<file path="src/stepseg_pkg.sv">
package stepseg_pkg;

  localparam int MAG_W      = 16;
  localparam int TIME_W     = 32;
  localparam int KIND_W     = 2;
  localparam int CFG_IDX_W  = 3;
  localparam int CFG_DATA_W = 32;

  localparam int HELD_STEPS_DEF   = 4;
  localparam int REPORT_AFTER_DEF = 3;

  localparam logic [KIND_W-1:0] KIND_FIRST = 2'd0;
  localparam logic [KIND_W-1:0] KIND_MID   = 2'd1;
  localparam logic [KIND_W-1:0] KIND_LAST  = 2'd2;

  localparam logic [1:0] WALK_END   = 2'd0;
  localparam logic [1:0] WALK_START = 2'd1;
  localparam logic [1:0] WALK_MID   = 2'd2;

  localparam logic [1:0] SLOPE_NONE = 2'd0;
  localparam logic [1:0] SLOPE_UP   = 2'd1;
  localparam logic [1:0] SLOPE_DOWN = 2'd2;

  localparam logic [CFG_IDX_W-1:0] CFG_MIN_PEAK_MAG         = 3'd0;
  localparam logic [CFG_IDX_W-1:0] CFG_MIN_PEAK_MAG_INITIAL = 3'd1;
  localparam logic [CFG_IDX_W-1:0] CFG_MAX_STRIDE_TICKS     = 3'd2;
  localparam logic [CFG_IDX_W-1:0] CFG_MAX_STEP_TICKS       = 3'd3;
  localparam logic [CFG_IDX_W-1:0] CFG_DEFAULT_STRIDE_TICKS = 3'd4;

  localparam logic [TIME_W-1:0] DEFAULT_STRIDE_RESET = 32'd1843;

  typedef struct packed {
    logic [MAG_W-1:0]  acc_norm;
    logic [TIME_W-1:0] sample_time;
  } sample_t;

  typedef struct packed {
    logic [TIME_W-1:0] seg_start;
    logic [TIME_W-1:0] seg_stop;
    logic [KIND_W-1:0] seg_kind;
    logic              last_of_run;
  } seg_t;

  typedef struct packed {
    logic [MAG_W-1:0]  min_peak_mag;
    logic [MAG_W-1:0]  min_peak_mag_initial;
    logic [TIME_W-1:0] max_stride_ticks;
    logic [TIME_W-1:0] max_step_ticks;
    logic [TIME_W-1:0] default_stride_ticks;
  } cfg_t;

  localparam cfg_t CFG_RESET = '{
    min_peak_mag:         16'd1126,
    min_peak_mag_initial: 16'd512,
    max_stride_ticks:     32'd2560,
    max_step_ticks:       32'd1331,
    default_stride_ticks: DEFAULT_STRIDE_RESET
  };

  // Walk state seen by the peak scorer.
  typedef struct packed {
    logic [1:0]        walk_mode;
    logic [TIME_W-1:0] expected_stride;
    logic [TIME_W-1:0] cur_start;
    logic [TIME_W-1:0] cur_stop;
    logic              step_mag_valid;
  } walk_view_t;

  // Step candidate raised by a positive peak.
  typedef struct packed {
    logic              take;
    logic [TIME_W-1:0] seg_s;
    logic [TIME_W-1:0] seg_e;
    logic [KIND_W-1:0] kind;
    logic              mag_ok;
    logic              steep;
  } peak_event_t;

endpackage

</file>
<file path="src/step_segmenter_core.sv">
// An accepted item waits in the input register until the result buffer is free; processing it
// loads its results into the result buffer, which offers them from there on.
// Throughput: one item per cycle while items give at most one result and out_stall is low; the
// item closing a walk's held start gives REPORT_AFTER+1 results, one per unstalled cycle from the result buffer.
// Reset (rst, synchronous, active high): peak and walk state cleared, registers to defaults.
module step_segmenter_core #(
  parameter int HELD_STEPS   = stepseg_pkg::HELD_STEPS_DEF,
  parameter int REPORT_AFTER = stepseg_pkg::REPORT_AFTER_DEF
) (
  input  logic                                 clk,
  input  logic                                 rst,
  input  logic                                 in_valid,
  output logic                                 in_stall,
  input  stepseg_pkg::sample_t                 in_data,
  output logic                                 out_valid,
  input  logic                                 out_stall,
  output stepseg_pkg::seg_t                    out_data,
  input  logic                                 cfg_we,
  input  logic [stepseg_pkg::CFG_IDX_W-1:0]    cfg_index,
  input  logic [stepseg_pkg::CFG_DATA_W-1:0]   cfg_data
);

  localparam int OUT_SLOTS = REPORT_AFTER + 1;
  localparam int CNT_W     = $clog2(OUT_SLOTS + 1);

  stepseg_pkg::cfg_t                 cfg;
  logic                              s1_valid;
  stepseg_pkg::sample_t              s1_data;
  logic                              q_free;
  logic                              advance;
  stepseg_pkg::walk_view_t           walk;
  stepseg_pkg::peak_event_t          evt;
  logic [CNT_W-1:0]                  load_count;
  stepseg_pkg::seg_t [OUT_SLOTS-1:0] load_slots;

  assign advance  = s1_valid && q_free;
  assign in_stall = s1_valid && !q_free;

  always_ff @(posedge clk) begin
    if (rst) begin
      s1_valid <= 1'b0;
    end else begin
      s1_valid <= (in_valid && !in_stall) || (s1_valid && !advance);
    end
  end

  always_ff @(posedge clk) begin
    if (in_valid && !in_stall) begin
      s1_data <= in_data;
    end
  end

  always_ff @(posedge clk) begin
    if (rst) begin
      cfg <= stepseg_pkg::CFG_RESET;
    end else if (cfg_we) begin
      case (cfg_index)
        stepseg_pkg::CFG_MIN_PEAK_MAG: begin
          cfg.min_peak_mag <= cfg_data[stepseg_pkg::MAG_W-1:0];
        end
        stepseg_pkg::CFG_MIN_PEAK_MAG_INITIAL: begin
          cfg.min_peak_mag_initial <= cfg_data[stepseg_pkg::MAG_W-1:0];
        end
        stepseg_pkg::CFG_MAX_STRIDE_TICKS: begin
          cfg.max_stride_ticks <= cfg_data[stepseg_pkg::TIME_W-1:0];
        end
        stepseg_pkg::CFG_MAX_STEP_TICKS: begin
          cfg.max_step_ticks <= cfg_data[stepseg_pkg::TIME_W-1:0];
        end
        stepseg_pkg::CFG_DEFAULT_STRIDE_TICKS: begin
          cfg.default_stride_ticks <= cfg_data[stepseg_pkg::TIME_W-1:0];
        end
        default: begin
        end
      endcase
    end
  end

  stepseg_peak u_peak (
    .clk     (clk),
    .rst     (rst),
    .sample  (s1_data),
    .advance (advance),
    .cfg     (cfg),
    .walk    (walk),
    .evt     (evt)
  );

  stepseg_walk #(
    .HELD_STEPS   (HELD_STEPS),
    .REPORT_AFTER (REPORT_AFTER)
  ) u_walk (
    .clk            (clk),
    .rst            (rst),
    .advance        (advance),
    .evt            (evt),
    .default_stride (cfg.default_stride_ticks),
    .walk           (walk),
    .load_count     (load_count),
    .load_slots     (load_slots)
  );

  stepseg_outq #(
    .OUT_SLOTS (OUT_SLOTS)
  ) u_outq (
    .clk        (clk),
    .rst        (rst),
    .load       (advance),
    .load_count (load_count),
    .load_slots (load_slots),
    .out_stall  (out_stall),
    .out_valid  (out_valid),
    .out_data   (out_data),
    .free       (q_free)
  );

endmodule

</file>
<file path="src/stepseg_peak.sv">
module stepseg_peak (
  input  logic                     clk,
  input  logic                     rst,
  input  stepseg_pkg::sample_t     sample,
  input  logic                     advance,
  input  stepseg_pkg::cfg_t        cfg,
  input  stepseg_pkg::walk_view_t  walk,
  output stepseg_pkg::peak_event_t evt
);

  localparam int MAG_W  = stepseg_pkg::MAG_W;
  localparam int TIME_W = stepseg_pkg::TIME_W;

  logic [MAG_W-1:0]  prev_norm;
  logic [TIME_W-1:0] prev_time;
  logic [1:0]        slope;
  logic [MAG_W-1:0]  pos_peak_mag;
  logic [MAG_W-1:0]  neg_peak_mag;
  logic [TIME_W-1:0] pos_peak_time;
  logic [TIME_W-1:0] neg_peak_time;
  logic [MAG_W-1:0]  step_peak_mag;

  logic                     rising;
  logic                     pos_evt;
  logic                     in_end;
  logic                     in_mid;
  logic [TIME_W-1:0]        half_stride;
  logic [TIME_W-1:0]        quarter_stride;
  logic [TIME_W-1:0]        since_neg;
  logic [TIME_W-1:0]        since_pos;
  logic [TIME_W-1:0]        since_stop;
  logic [TIME_W-1:0]        stride;
  logic [TIME_W-1:0]        stride_diff;
  logic signed [MAG_W:0]    min_s;
  logic signed [MAG_W:0]    min_init_s;
  logic signed [MAG_W:0]    drop_mag;
  logic signed [MAG_W:0]    rise_mag;
  logic                     neg_ok;
  logic                     big;
  logic                     init_big;
  logic                     mag_ok;
  logic                     consec_ok;
  logic                     near;
  logic                     period_ok;
  logic                     ending;
  logic                     meets;
  logic [MAG_W-1:0]         swing;
  logic signed [MAG_W+3:0]  swing_x4;
  logic signed [MAG_W+3:0]  rise_ext;
  logic signed [MAG_W+3:0]  rise_x3;

  assign rising  = sample.acc_norm >= prev_norm;
  assign pos_evt = !rising && (slope == stepseg_pkg::SLOPE_UP);
  assign in_end  = walk.walk_mode == stepseg_pkg::WALK_END;
  assign in_mid  = walk.walk_mode == stepseg_pkg::WALK_MID;

  assign half_stride    = walk.expected_stride >> 1;
  assign quarter_stride = walk.expected_stride >> 2;
  assign since_neg      = prev_time - neg_peak_time;
  assign since_pos      = prev_time - pos_peak_time;
  assign since_stop     = prev_time - walk.cur_stop;
  assign stride         = prev_time - walk.cur_start;
  assign stride_diff    = (stride >= walk.expected_stride) ? stride - walk.expected_stride
                                                           : walk.expected_stride - stride;

  assign min_s      = $signed({1'b0, cfg.min_peak_mag});
  assign min_init_s = $signed({1'b0, cfg.min_peak_mag_initial});
  assign drop_mag   = $signed({1'b0, step_peak_mag}) - $signed({1'b0, prev_norm});
  assign rise_mag   = $signed({1'b0, prev_norm}) - $signed({1'b0, neg_peak_mag});

  // Mid walk, a valley within a quarter stride of the last must be deep.
  assign neg_ok = !in_mid || (since_neg > half_stride) || (drop_mag > min_init_s) ||
                  ((half_stride - since_neg) < quarter_stride);

  assign big       = rise_mag > min_s;
  assign init_big  = rise_mag > min_init_s;
  assign mag_ok    = big || (in_end && init_big);
  assign consec_ok = !big && in_mid && walk.step_mag_valid;
  assign near      = in_mid && (stride_diff <= quarter_stride);
  assign period_ok = since_pos <= cfg.max_stride_ticks;
  assign ending    = !(since_stop <= cfg.max_step_ticks);
  assign meets     = period_ok &&
                     (mag_ok || ((neg_peak_time < walk.cur_stop) && consec_ok && near));

  // Steep first step: 4*|pos - cur| > 3*(cur - valley).
  assign swing    = (pos_peak_mag >= prev_norm) ? pos_peak_mag - prev_norm
                                                : prev_norm - pos_peak_mag;
  assign swing_x4 = $signed({2'b00, swing, 2'b00});
  assign rise_ext = {{3{rise_mag[MAG_W]}}, rise_mag};
  assign rise_x3  = rise_ext + (rise_ext <<< 1);

  always_comb begin
    evt.take   = pos_evt && (meets || (!in_end && ending));
    evt.seg_s  = (meets && in_end) ? pos_peak_time : walk.cur_stop;
    evt.seg_e  = (ending && !in_end && (walk.cur_stop > pos_peak_time)) ? pos_peak_time
                                                                       : prev_time;
    evt.kind   = stepseg_pkg::KIND_MID;
    if (meets && in_end) begin
      evt.kind = stepseg_pkg::KIND_FIRST;
    end else if (ending && !in_end) begin
      evt.kind = stepseg_pkg::KIND_LAST;
    end
    evt.mag_ok = mag_ok;
    evt.steep  = swing_x4 > rise_x3;
  end

  always_ff @(posedge clk) begin
    if (rst) begin
      prev_norm     <= '0;
      prev_time     <= '0;
      slope         <= stepseg_pkg::SLOPE_NONE;
      pos_peak_mag  <= '0;
      neg_peak_mag  <= '0;
      pos_peak_time <= '0;
      neg_peak_time <= '0;
      step_peak_mag <= '0;
    end else if (advance) begin
      if (rising) begin
        if ((slope == stepseg_pkg::SLOPE_DOWN) && neg_ok) begin
          neg_peak_time <= prev_time;
          neg_peak_mag  <= prev_norm;
        end
        slope <= stepseg_pkg::SLOPE_UP;
      end else begin
        if (slope == stepseg_pkg::SLOPE_UP) begin
          step_peak_mag <= prev_norm;
          pos_peak_mag  <= prev_norm;
          pos_peak_time <= prev_time;
        end
        slope <= stepseg_pkg::SLOPE_DOWN;
      end
      prev_norm <= sample.acc_norm;
      prev_time <= sample.sample_time;
    end
  end

endmodule

</file>
<file path="src/stepseg_walk.sv">
module stepseg_walk #(
  parameter int HELD_STEPS   = stepseg_pkg::HELD_STEPS_DEF,
  parameter int REPORT_AFTER = stepseg_pkg::REPORT_AFTER_DEF,
  localparam int OUT_SLOTS   = REPORT_AFTER + 1,
  localparam int CNT_W       = $clog2(OUT_SLOTS + 1)
) (
  input  logic                                 clk,
  input  logic                                 rst,
  input  logic                                 advance,
  input  stepseg_pkg::peak_event_t             evt,
  input  logic [stepseg_pkg::TIME_W-1:0]       default_stride,
  output stepseg_pkg::walk_view_t              walk,
  output logic [CNT_W-1:0]                     load_count,
  output stepseg_pkg::seg_t [OUT_SLOTS-1:0]    load_slots
);

  localparam int TIME_W = stepseg_pkg::TIME_W;
  localparam int HC_W   = $clog2(REPORT_AFTER + 1);
  localparam int IDX_W  = $clog2(HELD_STEPS);

  logic [1:0]        walk_mode;
  logic [TIME_W-1:0] expected_stride;
  logic [TIME_W-1:0] cur_start;
  logic [TIME_W-1:0] cur_stop;
  logic              step_mag_valid;
  logic [HC_W-1:0]   held_count;
  stepseg_pkg::seg_t held [HELD_STEPS];

  logic [1:0]        walk_mode_next;
  logic [TIME_W-1:0] expected_stride_next;
  logic [HC_W-1:0]   held_count_next;
  logic              held_we;
  stepseg_pkg::seg_t held_wr;
  logic [HC_W-1:0]   fill;
  logic [TIME_W-1:0] step_stride;
  stepseg_pkg::seg_t cur_seg;

  assign walk.walk_mode       = walk_mode;
  assign walk.expected_stride = expected_stride;
  assign walk.cur_start       = cur_start;
  assign walk.cur_stop        = cur_stop;
  assign walk.step_mag_valid  = step_mag_valid;

  // A walk that is just starting counts from an empty hold buffer.
  assign fill        = (walk_mode == stepseg_pkg::WALK_END) ? '0 : held_count;
  assign step_stride = evt.seg_e - cur_start;

  always_comb begin
    cur_seg.seg_start   = evt.seg_s;
    cur_seg.seg_stop    = evt.seg_e;
    cur_seg.seg_kind    = evt.kind;
    cur_seg.last_of_run = 1'b1;

    held_wr.seg_start   = evt.seg_s;
    held_wr.seg_stop    = evt.seg_e;
    held_wr.seg_kind    = (fill == '0) ? stepseg_pkg::KIND_FIRST : evt.kind;
    held_wr.last_of_run = 1'b0;

    walk_mode_next       = walk_mode;
    expected_stride_next = expected_stride;
    held_count_next      = held_count;
    held_we              = 1'b0;
    load_count           = '0;
    load_slots           = '0;

    if (evt.take) begin
      if ((walk_mode != stepseg_pkg::WALK_END) && (evt.kind == stepseg_pkg::KIND_LAST)) begin
        // Walk over: report the last step only from mid walk, drop held steps.
        walk_mode_next       = stepseg_pkg::WALK_END;
        expected_stride_next = default_stride;
        if (walk_mode == stepseg_pkg::WALK_MID) begin
          load_count    = CNT_W'(1);
          load_slots[0] = cur_seg;
        end
      end else if (walk_mode == stepseg_pkg::WALK_MID) begin
        load_count           = CNT_W'(1);
        load_slots[0]        = cur_seg;
        expected_stride_next = step_stride;
      end else if (fill < HC_W'(REPORT_AFTER)) begin
        walk_mode_next  = stepseg_pkg::WALK_START;
        held_we         = 1'b1;
        held_count_next = ((fill == '0) && evt.steep) ? '0 : fill + 1'b1;
      end else begin
        // Release the held steps together with this one.
        for (int i = 0; i < REPORT_AFTER; i++) begin
          load_slots[i] = held[i];
        end
        load_slots[REPORT_AFTER] = cur_seg;
        load_count               = CNT_W'(OUT_SLOTS);
        walk_mode_next           = stepseg_pkg::WALK_MID;
        expected_stride_next     = step_stride;
      end
    end
  end

  always_ff @(posedge clk) begin
    if (rst) begin
      walk_mode       <= stepseg_pkg::WALK_END;
      expected_stride <= stepseg_pkg::DEFAULT_STRIDE_RESET;
      cur_start       <= '0;
      cur_stop        <= '0;
      step_mag_valid  <= 1'b0;
      held_count      <= '0;
    end else if (advance) begin
      walk_mode       <= walk_mode_next;
      expected_stride <= expected_stride_next;
      held_count      <= held_count_next;
      if (evt.take) begin
        cur_start      <= evt.seg_s;
        cur_stop       <= evt.seg_e;
        step_mag_valid <= evt.mag_ok;
      end
    end
  end

  always_ff @(posedge clk) begin
    if (advance && held_we) begin
      held[IDX_W'(fill)] <= held_wr;
    end
  end

endmodule

</file>
<file path="src/stepseg_outq.sv">
module stepseg_outq #(
  parameter int OUT_SLOTS = stepseg_pkg::REPORT_AFTER_DEF + 1,
  localparam int CNT_W    = $clog2(OUT_SLOTS + 1)
) (
  input  logic                              clk,
  input  logic                              rst,
  input  logic                              load,
  input  logic [CNT_W-1:0]                  load_count,
  input  stepseg_pkg::seg_t [OUT_SLOTS-1:0] load_slots,
  input  logic                              out_stall,
  output logic                              out_valid,
  output stepseg_pkg::seg_t                 out_data,
  output logic                              free
);

  logic [CNT_W-1:0]                  count;
  stepseg_pkg::seg_t [OUT_SLOTS-1:0] slots;
  logic                              take;

  assign out_valid = count != '0;
  assign out_data  = slots[0];
  assign take      = out_valid && !out_stall;
  // Free once the buffer is empty or its final entry leaves this cycle.
  assign free      = (count == '0) || ((count == CNT_W'(1)) && !out_stall);

  always_ff @(posedge clk) begin
    if (rst) begin
      count <= '0;
    end else if (load) begin
      count <= load_count;
    end else if (take) begin
      count <= count - 1'b1;
    end
  end

  always_ff @(posedge clk) begin
    if (load) begin
      slots <= load_slots;
    end else if (take) begin
      for (int i = 0; i < OUT_SLOTS - 1; i++) begin
        slots[i] <= slots[i+1];
      end
    end
  end

endmodule

</file>
<file path="config.mk">
export PLATFORM = sky130hd
export DESIGN_NAME = step_segmenter_core
export DESIGN_NICKNAME = d
export VERILOG_FILES = /design/src/stepseg_pkg.sv /design/src/step_segmenter_core.sv /design/src/stepseg_peak.sv /design/src/stepseg_walk.sv /design/src/stepseg_outq.sv
export SDC_FILE = /design/constraint.sdc
export NUM_CORES = 2
export LEC_CHECK = 0
export ABC_AREA = 1
export BUFFER_PORTS_ARGS = -buffer_cell sky130_fd_sc_hd__buf_4
export CORE_MARGIN = 2
export CORE_UTILIZATION = 35
export DETAILED_ROUTE_END_ITERATION = 10
export PLACE_DENSITY = 0.49
export SLEW_MARGIN = 30
export SYNTH_ARGS = -nofsm -noshare
export SYNTH_HDL_FRONTEND = slang
export SYNTH_SLANG_ARGS = --single-unit
</file>
<file path="constraint.sdc">
create_clock -name clk -period 29.7 [get_ports clk]
set_input_delay 4.455 -clock clk [delete_from_list [all_inputs] [get_ports clk]]
set_output_delay 4.455 -clock clk [all_outputs]
set_load 0.005 [all_outputs]
</file>
Word level (Yosys, flattened, before mapping)
Memory sizes are Yosys's and may differ from the RTL's.
Index checks and enable logic that the tools add are counted.
- bits of input ports: 88
- word-level logic and storage cells: 181
- flip-flop bits (word level): 695
- bits in writable memories: 264
- memories: 1
- output and inout port bits: 69
- memories (memory ; words ; bits a word ; rd ports ; clocked after Yosys merged registers in ; write ports ; RTL line ; text):
    u_walk.held ; 4 ; 66 ; 3 ; 0 ; 1 ; stepseg_walk.sv:27 ; stepseg_pkg::seg_t held [HELD_STEPS];
- $lt $le $gt $ge: 15
- bitwise gates (word level): 4
- reduce and logical (&&, ||, !) cells: 59
- add/sub/neg operators: 15
- muxes and demuxes: 38
- eq/ne operators: 11
- operator list (kind ; number):
    201-bit two-way mux ; 3
    134-bit two-way mux ; 2
    32-bit subtractor ; 7
    202-bit two-way mux ; 1
    67-bit two-way mux ; 3
    32-bit two-way mux ; 6
    32-bit <= comparator ; 2
    17-bit > comparator ; 3
    16-bit by 16-bit subtractor with 17-bit output ; 2
    16-bit greater-or-equal comparator ; 2
    32-bit greater-or-equal comparator ; 1
    32-bit by 31-bit > comparator with 1-bit output ; 1
    32-bit > comparator ; 1
    32-bit by 30-bit <= comparator with 1-bit output ; 1
    32-bit by 30-bit less-than comparator with 1-bit output ; 1
    32-bit less-than comparator ; 1
    16-bit subtractor ; 2
    31-bit by 32-bit subtractor with 32-bit output ; 1
    1-bit logical AND ; 22
    19-bit by 20-bit > comparator with 1-bit output ; 1
    17-bit by 18-bit adder with 19-bit output ; 1
    2-bit two-way mux ; 9
    3-bit two-way mux ; 6
    16-bit two-way mux ; 1
    23 further kinds ; 62

Logic depth before layout (Yosys ltp)
- word-level depth: 18
- gate-level depth with buffers: 57
- mapped depth without buffers: 52

Modules after synthesis
A second synthesis with hierarchy kept.
- cell total of the unflattened synthesis: 8127
- area, all modules: 60698.2 um^2
- by module, submodules not included (module ; times used ; seq. area each (um^2) ; cells each ; area an instance (um^2)):
    stepseg_peak ; 1 ; 2922.8 ; 4553 ; 28079.4
    stepseg_walk ; 1 ; 7967.6 ; 1773 ; 14571.5
    stepseg_outq ; 1 ; 8107.8 ; 1020 ; 11443.5
    step_segmenter_core ; 1 ; 4023.9 ; 781 ; 6603.8

Worst setup path after synthesis
No wires, ideal clock.
- path type: input port to flip-flop
- start point: in out_stall
- end point: reg u_outq.count[1]
- required time: 29.564 ns
- stages: 5
- library setup time: 0.136 ns
- path slack: 20.306 ns
- buffers on the path: 0
- arrival time: 9.258 ns
- cell sequence: nand2_1 > o21ai_0 > inv_1 > o21ai_0 > o211a_1
- cells in the longest elaborated chain, start to end: 5
- elaborated cells on any way between the ends: 7
- those cells by class: 1 x mux; 6 x reduce/logical
- ends and longest elaborated chain (what ; RTL line ; text):
    start: declaration ; step_segmenter_core.sv:16 ; input logic out_stall,
    1-bit zero test * ; stepseg_outq.sv:22, stepseg_outq.sv:24 ;
    1-bit logical AND ; stepseg_outq.sv:24 ; assign free = (count == '0) || ((count == CNT_W'(1)) && !out_stall);
    1-bit logical OR ; stepseg_outq.sv:24 ;
    1-bit logical AND ; step_segmenter_core.sv:36 ; assign advance = s1_valid && q_free;
    3-bit two-way mux or 2-bit nonzero test (tied branches) ; - ;
    end signal: assignment ; stepseg_outq.sv:30 ; count <= load_count;
    end signal: assignment ; stepseg_outq.sv:32 ; count <= count - 1'b1;
    end: declaration ; stepseg_outq.sv:16 ; logic [CNT_W-1:0] count;
Mark *: on every way between the ends. The rest lies on a longest branch, timed or not.
A chain may end at the register's enable or synchronous reset.

Worst setup path after layout
- start point: reg u_peak.prev_time[1]
- end point: mem u_walk.held[0][12] in the netlist's numbering (enable)
- cells in the longest elaborated chain, start to end: 17
- elaborated cells on any way between the ends: 28
- those cells by class: 5 x add/sub; 4 x order compare; 1 x eq/ne; 7 x mux; 11 x reduce/logical
- ends and longest elaborated chain (what ; RTL line ; text):
    start: declaration ; stepseg_peak.sv:15 ; logic [TIME_W-1:0] prev_time;
    start signal: assignment ; stepseg_peak.sv:133 ; prev_time <= sample.sample_time;
    32-bit subtractor ; stepseg_peak.sv:62 ; assign stride = prev_time - walk.cur_start;
    32-bit subtractor (tied with other cells) ; stepseg_peak.sv:64 ; : walk.expected_stride - stride;
    32-bit two-way mux ; stepseg_peak.sv:63 ; assign stride_diff = (stride >= walk.expected_stride) ? stride - walk.expected_stride
    32-bit by 30-bit <= comparator with 1-bit output ; stepseg_peak.sv:79 ; assign near = in_mid && (stride_diff <= quarter_stride);
    1-bit logical AND ; stepseg_peak.sv:79 ;
    1-bit logical AND ; stepseg_peak.sv:83 ; (mag_ok || ((neg_peak_time < walk.cur_stop) && consec_ok && near));
    1-bit logical OR ; stepseg_peak.sv:83 ;
    1-bit logical AND ; stepseg_peak.sv:82 ; assign meets = period_ok &&
    1-bit logical AND ; stepseg_peak.sv:98 ; if (meets && in_end) begin
    2-bit two-way mux ; stepseg_peak.sv:98 ;
    2-bit == test ; stepseg_walk.sv:67 ; if ((walk_mode != stepseg_pkg::WALK_END) && (evt.kind == stepseg_pkg::KIND_LAST)) begin
    1-bit logical AND ; stepseg_walk.sv:67 ;
    1-bit two-way mux ; stepseg_walk.sv:67 ;
    1-bit two-way mux * ; stepseg_walk.sv:66 ; if (evt.take) begin
    1-bit logical AND * ; stepseg_walk.sv:117 ; if (advance && held_we) begin
    1-bit two-way mux * ; stepseg_walk.sv:117 ;
    1-bit two-way mux (not written as such) * ; stepseg_walk.sv:118 ; held[IDX_W'(fill)] <= held_wr;
    end: declaration ; stepseg_walk.sv:27 ;
Marks and branches as above.

==> reports/results.ini <==
[layout]
area_growth_pct = 11.51
final_cell_mix = nand2_1 (1641), inv_1 (826), a21oi_1 (662)
layout_commonest_cell = nand2_1
fillers = 16410
fin_nets = 7739
final_layout_size_suffix_gt1_share_pct = 6.023

[cts]
cts_tree = done
cts_resized = 0
clk_pin_slew_ns = 0.06
cts_hold_buf = 0
cts_buffer_depth = 3
cts_root_buf = clkbuf_16
htreeDepth = 3
clk_latency_ns = 0.76
postCtsSetupBuffers = 0
cts_sinks = 893
cts_inserted_buffers = 100

[grt]
grt_max_degree = 201
grt_overflow = 0
grt_use_total_pct = 23.81
antenna_found_initial = 20
grt_pass1_vias = 44680
grt_pass1_wl_mm = 292.2

[die]
initial_core_util_pct = 35.35
core_area_um2 = 158700
dieHeight_um = 404.4
rows = 146
die_area_um2 = 163500
die_x_um = 404.4
ioPinCount = 157

[placed_design]
numPortBuffers = 156
hpwl_mm = 152.7
place_congestion = 0.9705

[route]
drt_iter0_drc = 3812
via_per_inst = 5.133
drc_errors = 0
dr.pass1.iters = 6
wl_per_cell_um = 21.51
ant_nets = 0
wirelength_mm = 198.2
vias = 47310

[worst_setup_path]
crit_family = simple AND/OR/NAND/NOR gates
crit_top_cell = nand2_1
critPathMaxFanout = 45
crit_path_start_kind = flop
critPathMaxStageDelay_ns = 0.73
worstPathRequired_ns = 30.08
path_class = flop to flop
critPathBufInv = 6
end_kind = flop
critical_path_arrival_ns = 10.69
critical_path.slowest_cell = nor2_4

[timing]
max_slew_margin_pct = 20.95
finClkSkew_ns = 0.05610
rsz0062_at_grt = no
final.min_clock_period_ns = 10.32
fin_crit_sh_pct = 34.74
slew_viol_final = 0
fmax_mhz = 96.93
worstMarginPinSlew_ns = 1.173
setup_violations = 0
hold_violations = 0
fin_tns_setup_ns = 0

[logic_synthesis]
synth-xor-area-share_pct = 3.980
yosysSeqAreaShare_pct = 41.03
synth_edf_count = 514
syn-instance-count = 7005
synth_mux_area_share_pct = 0.07135
syn_area_um2 = 56110
yosysUniqueCellTypes = 56
syn_area_per_cell_um2 = 8.010
synth_compound_area_share_pct = 13.86
synth_top_family_by_area = simple AND/OR/NAND/NOR gates
ys_async_sr_fraction_pct = 0
synth_ff_type = edfxtp_1
synth-simple-area-share_pct = 19.41
yosysWarnings = 0
synth.net_count = 7689
yosys.area_share.adder_pct = 13.45
ys_seq_elements = 893

[run_status]
status = finished, final reports clean

[worst_hold_path]
hold_class = flop to flop

[run]
maxCapViolCount = 0

-- worst paths after layout --
kind / startpoint / endpoint / slack [ns] / depth (start not counted)
max: u_peak.prev_time[1] / u_walk.held[0][12] / 19.38 / 40
min: cfg[74] / cfg[74] / 0.46 / 2
max reg2reg: u_peak.prev_time[1] / u_walk.held[0][12] / 19.38 / 40
min reg2reg: cfg[74] / cfg[74] / 0.46 / 2
-- cell families (layout without fill, tap and decap cells) --
family | Yosys count | after routing
compound gates | 1443 | 1443
xor+xnor | 255 | 255
fa+ha+maj | 596 | 596
buf+inv | 1120 | 1254
flops | 893 | 893
mux | 4 | 4
other cells | 1 | 5
simple gates | 2693 | 2693
-- cell usage after synthesis, drive strengths merged, types with 34 or more instances --
master / n / share of area [%]
a21oi: 663 / 5.9
a31oi: 40 / 0.45
and2: 34 / 0.38
buf: 126 / 1.5
clkbuf: 158 / 1.1
dfxtp: 379 / 14
edfxtp: 514 / 28
ha: 584 / 13
inv: 833 / 5.6
nand2: 1648 / 11
nand3: 213 / 1.9
nand3b: 39 / 0.52
nand4: 49 / 0.55
nor2: 633 / 4.3
nor3: 56 / 0.50
o21ai: 562 / 5.0
xnor2: 89 / 1.4
xor2: 166 / 2.6
-- worst reg2reg max path, delay by kind of cell, from the launching register on --
family / cells / cell delay (ns)
AOI/OAI and AO/OA: 9 / 2.66
xor gates and xnor gates: 2 / 0.43
adders and majority gates: 3 / 0.90
DFF: 1 / 0.72
and+or+nand+nor: 20 / 4.27
buffers and inverters: 6 / 0.95
-- layer usage --
layer  wire (µm)  track usage [%]
met1       93460            34.07
met2       87380            37.23
met3       11990            3.703
met4        5195            6.160
met5         165                0
-- final cells by class --
cell class	count	area, µm²	share of cell area (%)
clock buffer	135	2744	4.385
sequential	893	23020	36.79
clock inverter	51	634.4	1.014
inverter	836	3156	5.043
multi-input combinational	4992	28600	45.71
timing repair buffer	232	1810	2.893
antenna	4	10.01	0.01600
tap	2072	2592	4.143
-- flip-flops by register name (all words and copies together) (netlist names) --
register,count
u_peak.prev_time,32
u_outq.slots,201
u_walk.step_mag_valid,1
u_peak.pos_peak_time,32
u_peak.pos_peak_mag,16
u_walk.walk_mode,2
u_outq.count,3
u_walk.cur_stop,32
s1_data,48
u_walk.held,198
u_peak.neg_peak_mag,16
u_outq.out_data,67
u_walk.expected_stride,32
cfg,128
u_peak.slope,2
u_walk.held_count,2
u_peak.prev_norm,16
u_peak.neg_peak_time,32
s1_valid,1
u_walk.cur_start,32
-- per-stage QoR --
stage / setup slack (ns) / instances / util [%] / hold WS [ns] / instance area (µm²)
3_3_place_gp: 19.44 / 9023 / 37.24 / 0.4465 / 59120
3_5_place_dp: 19.43 / 9023 / 37.24 / 0.4559 / 59120
6_report: 19.38 / 9215 / 39.42 / 0.4613 / 62570
2_1_floorplan: 20.31 / 7005 / - / 0.4353 / 56110
4_1_cts: 19.39 / 9209 / 39.37 / 0.4660 / 62490
5_1_grt: 18.51 / 9212 / 39.41 / 0.4801 / 62560
Power is not shown: default switching activity piles up to over one toggle a cycle in this logic, so the estimate is an artifact.
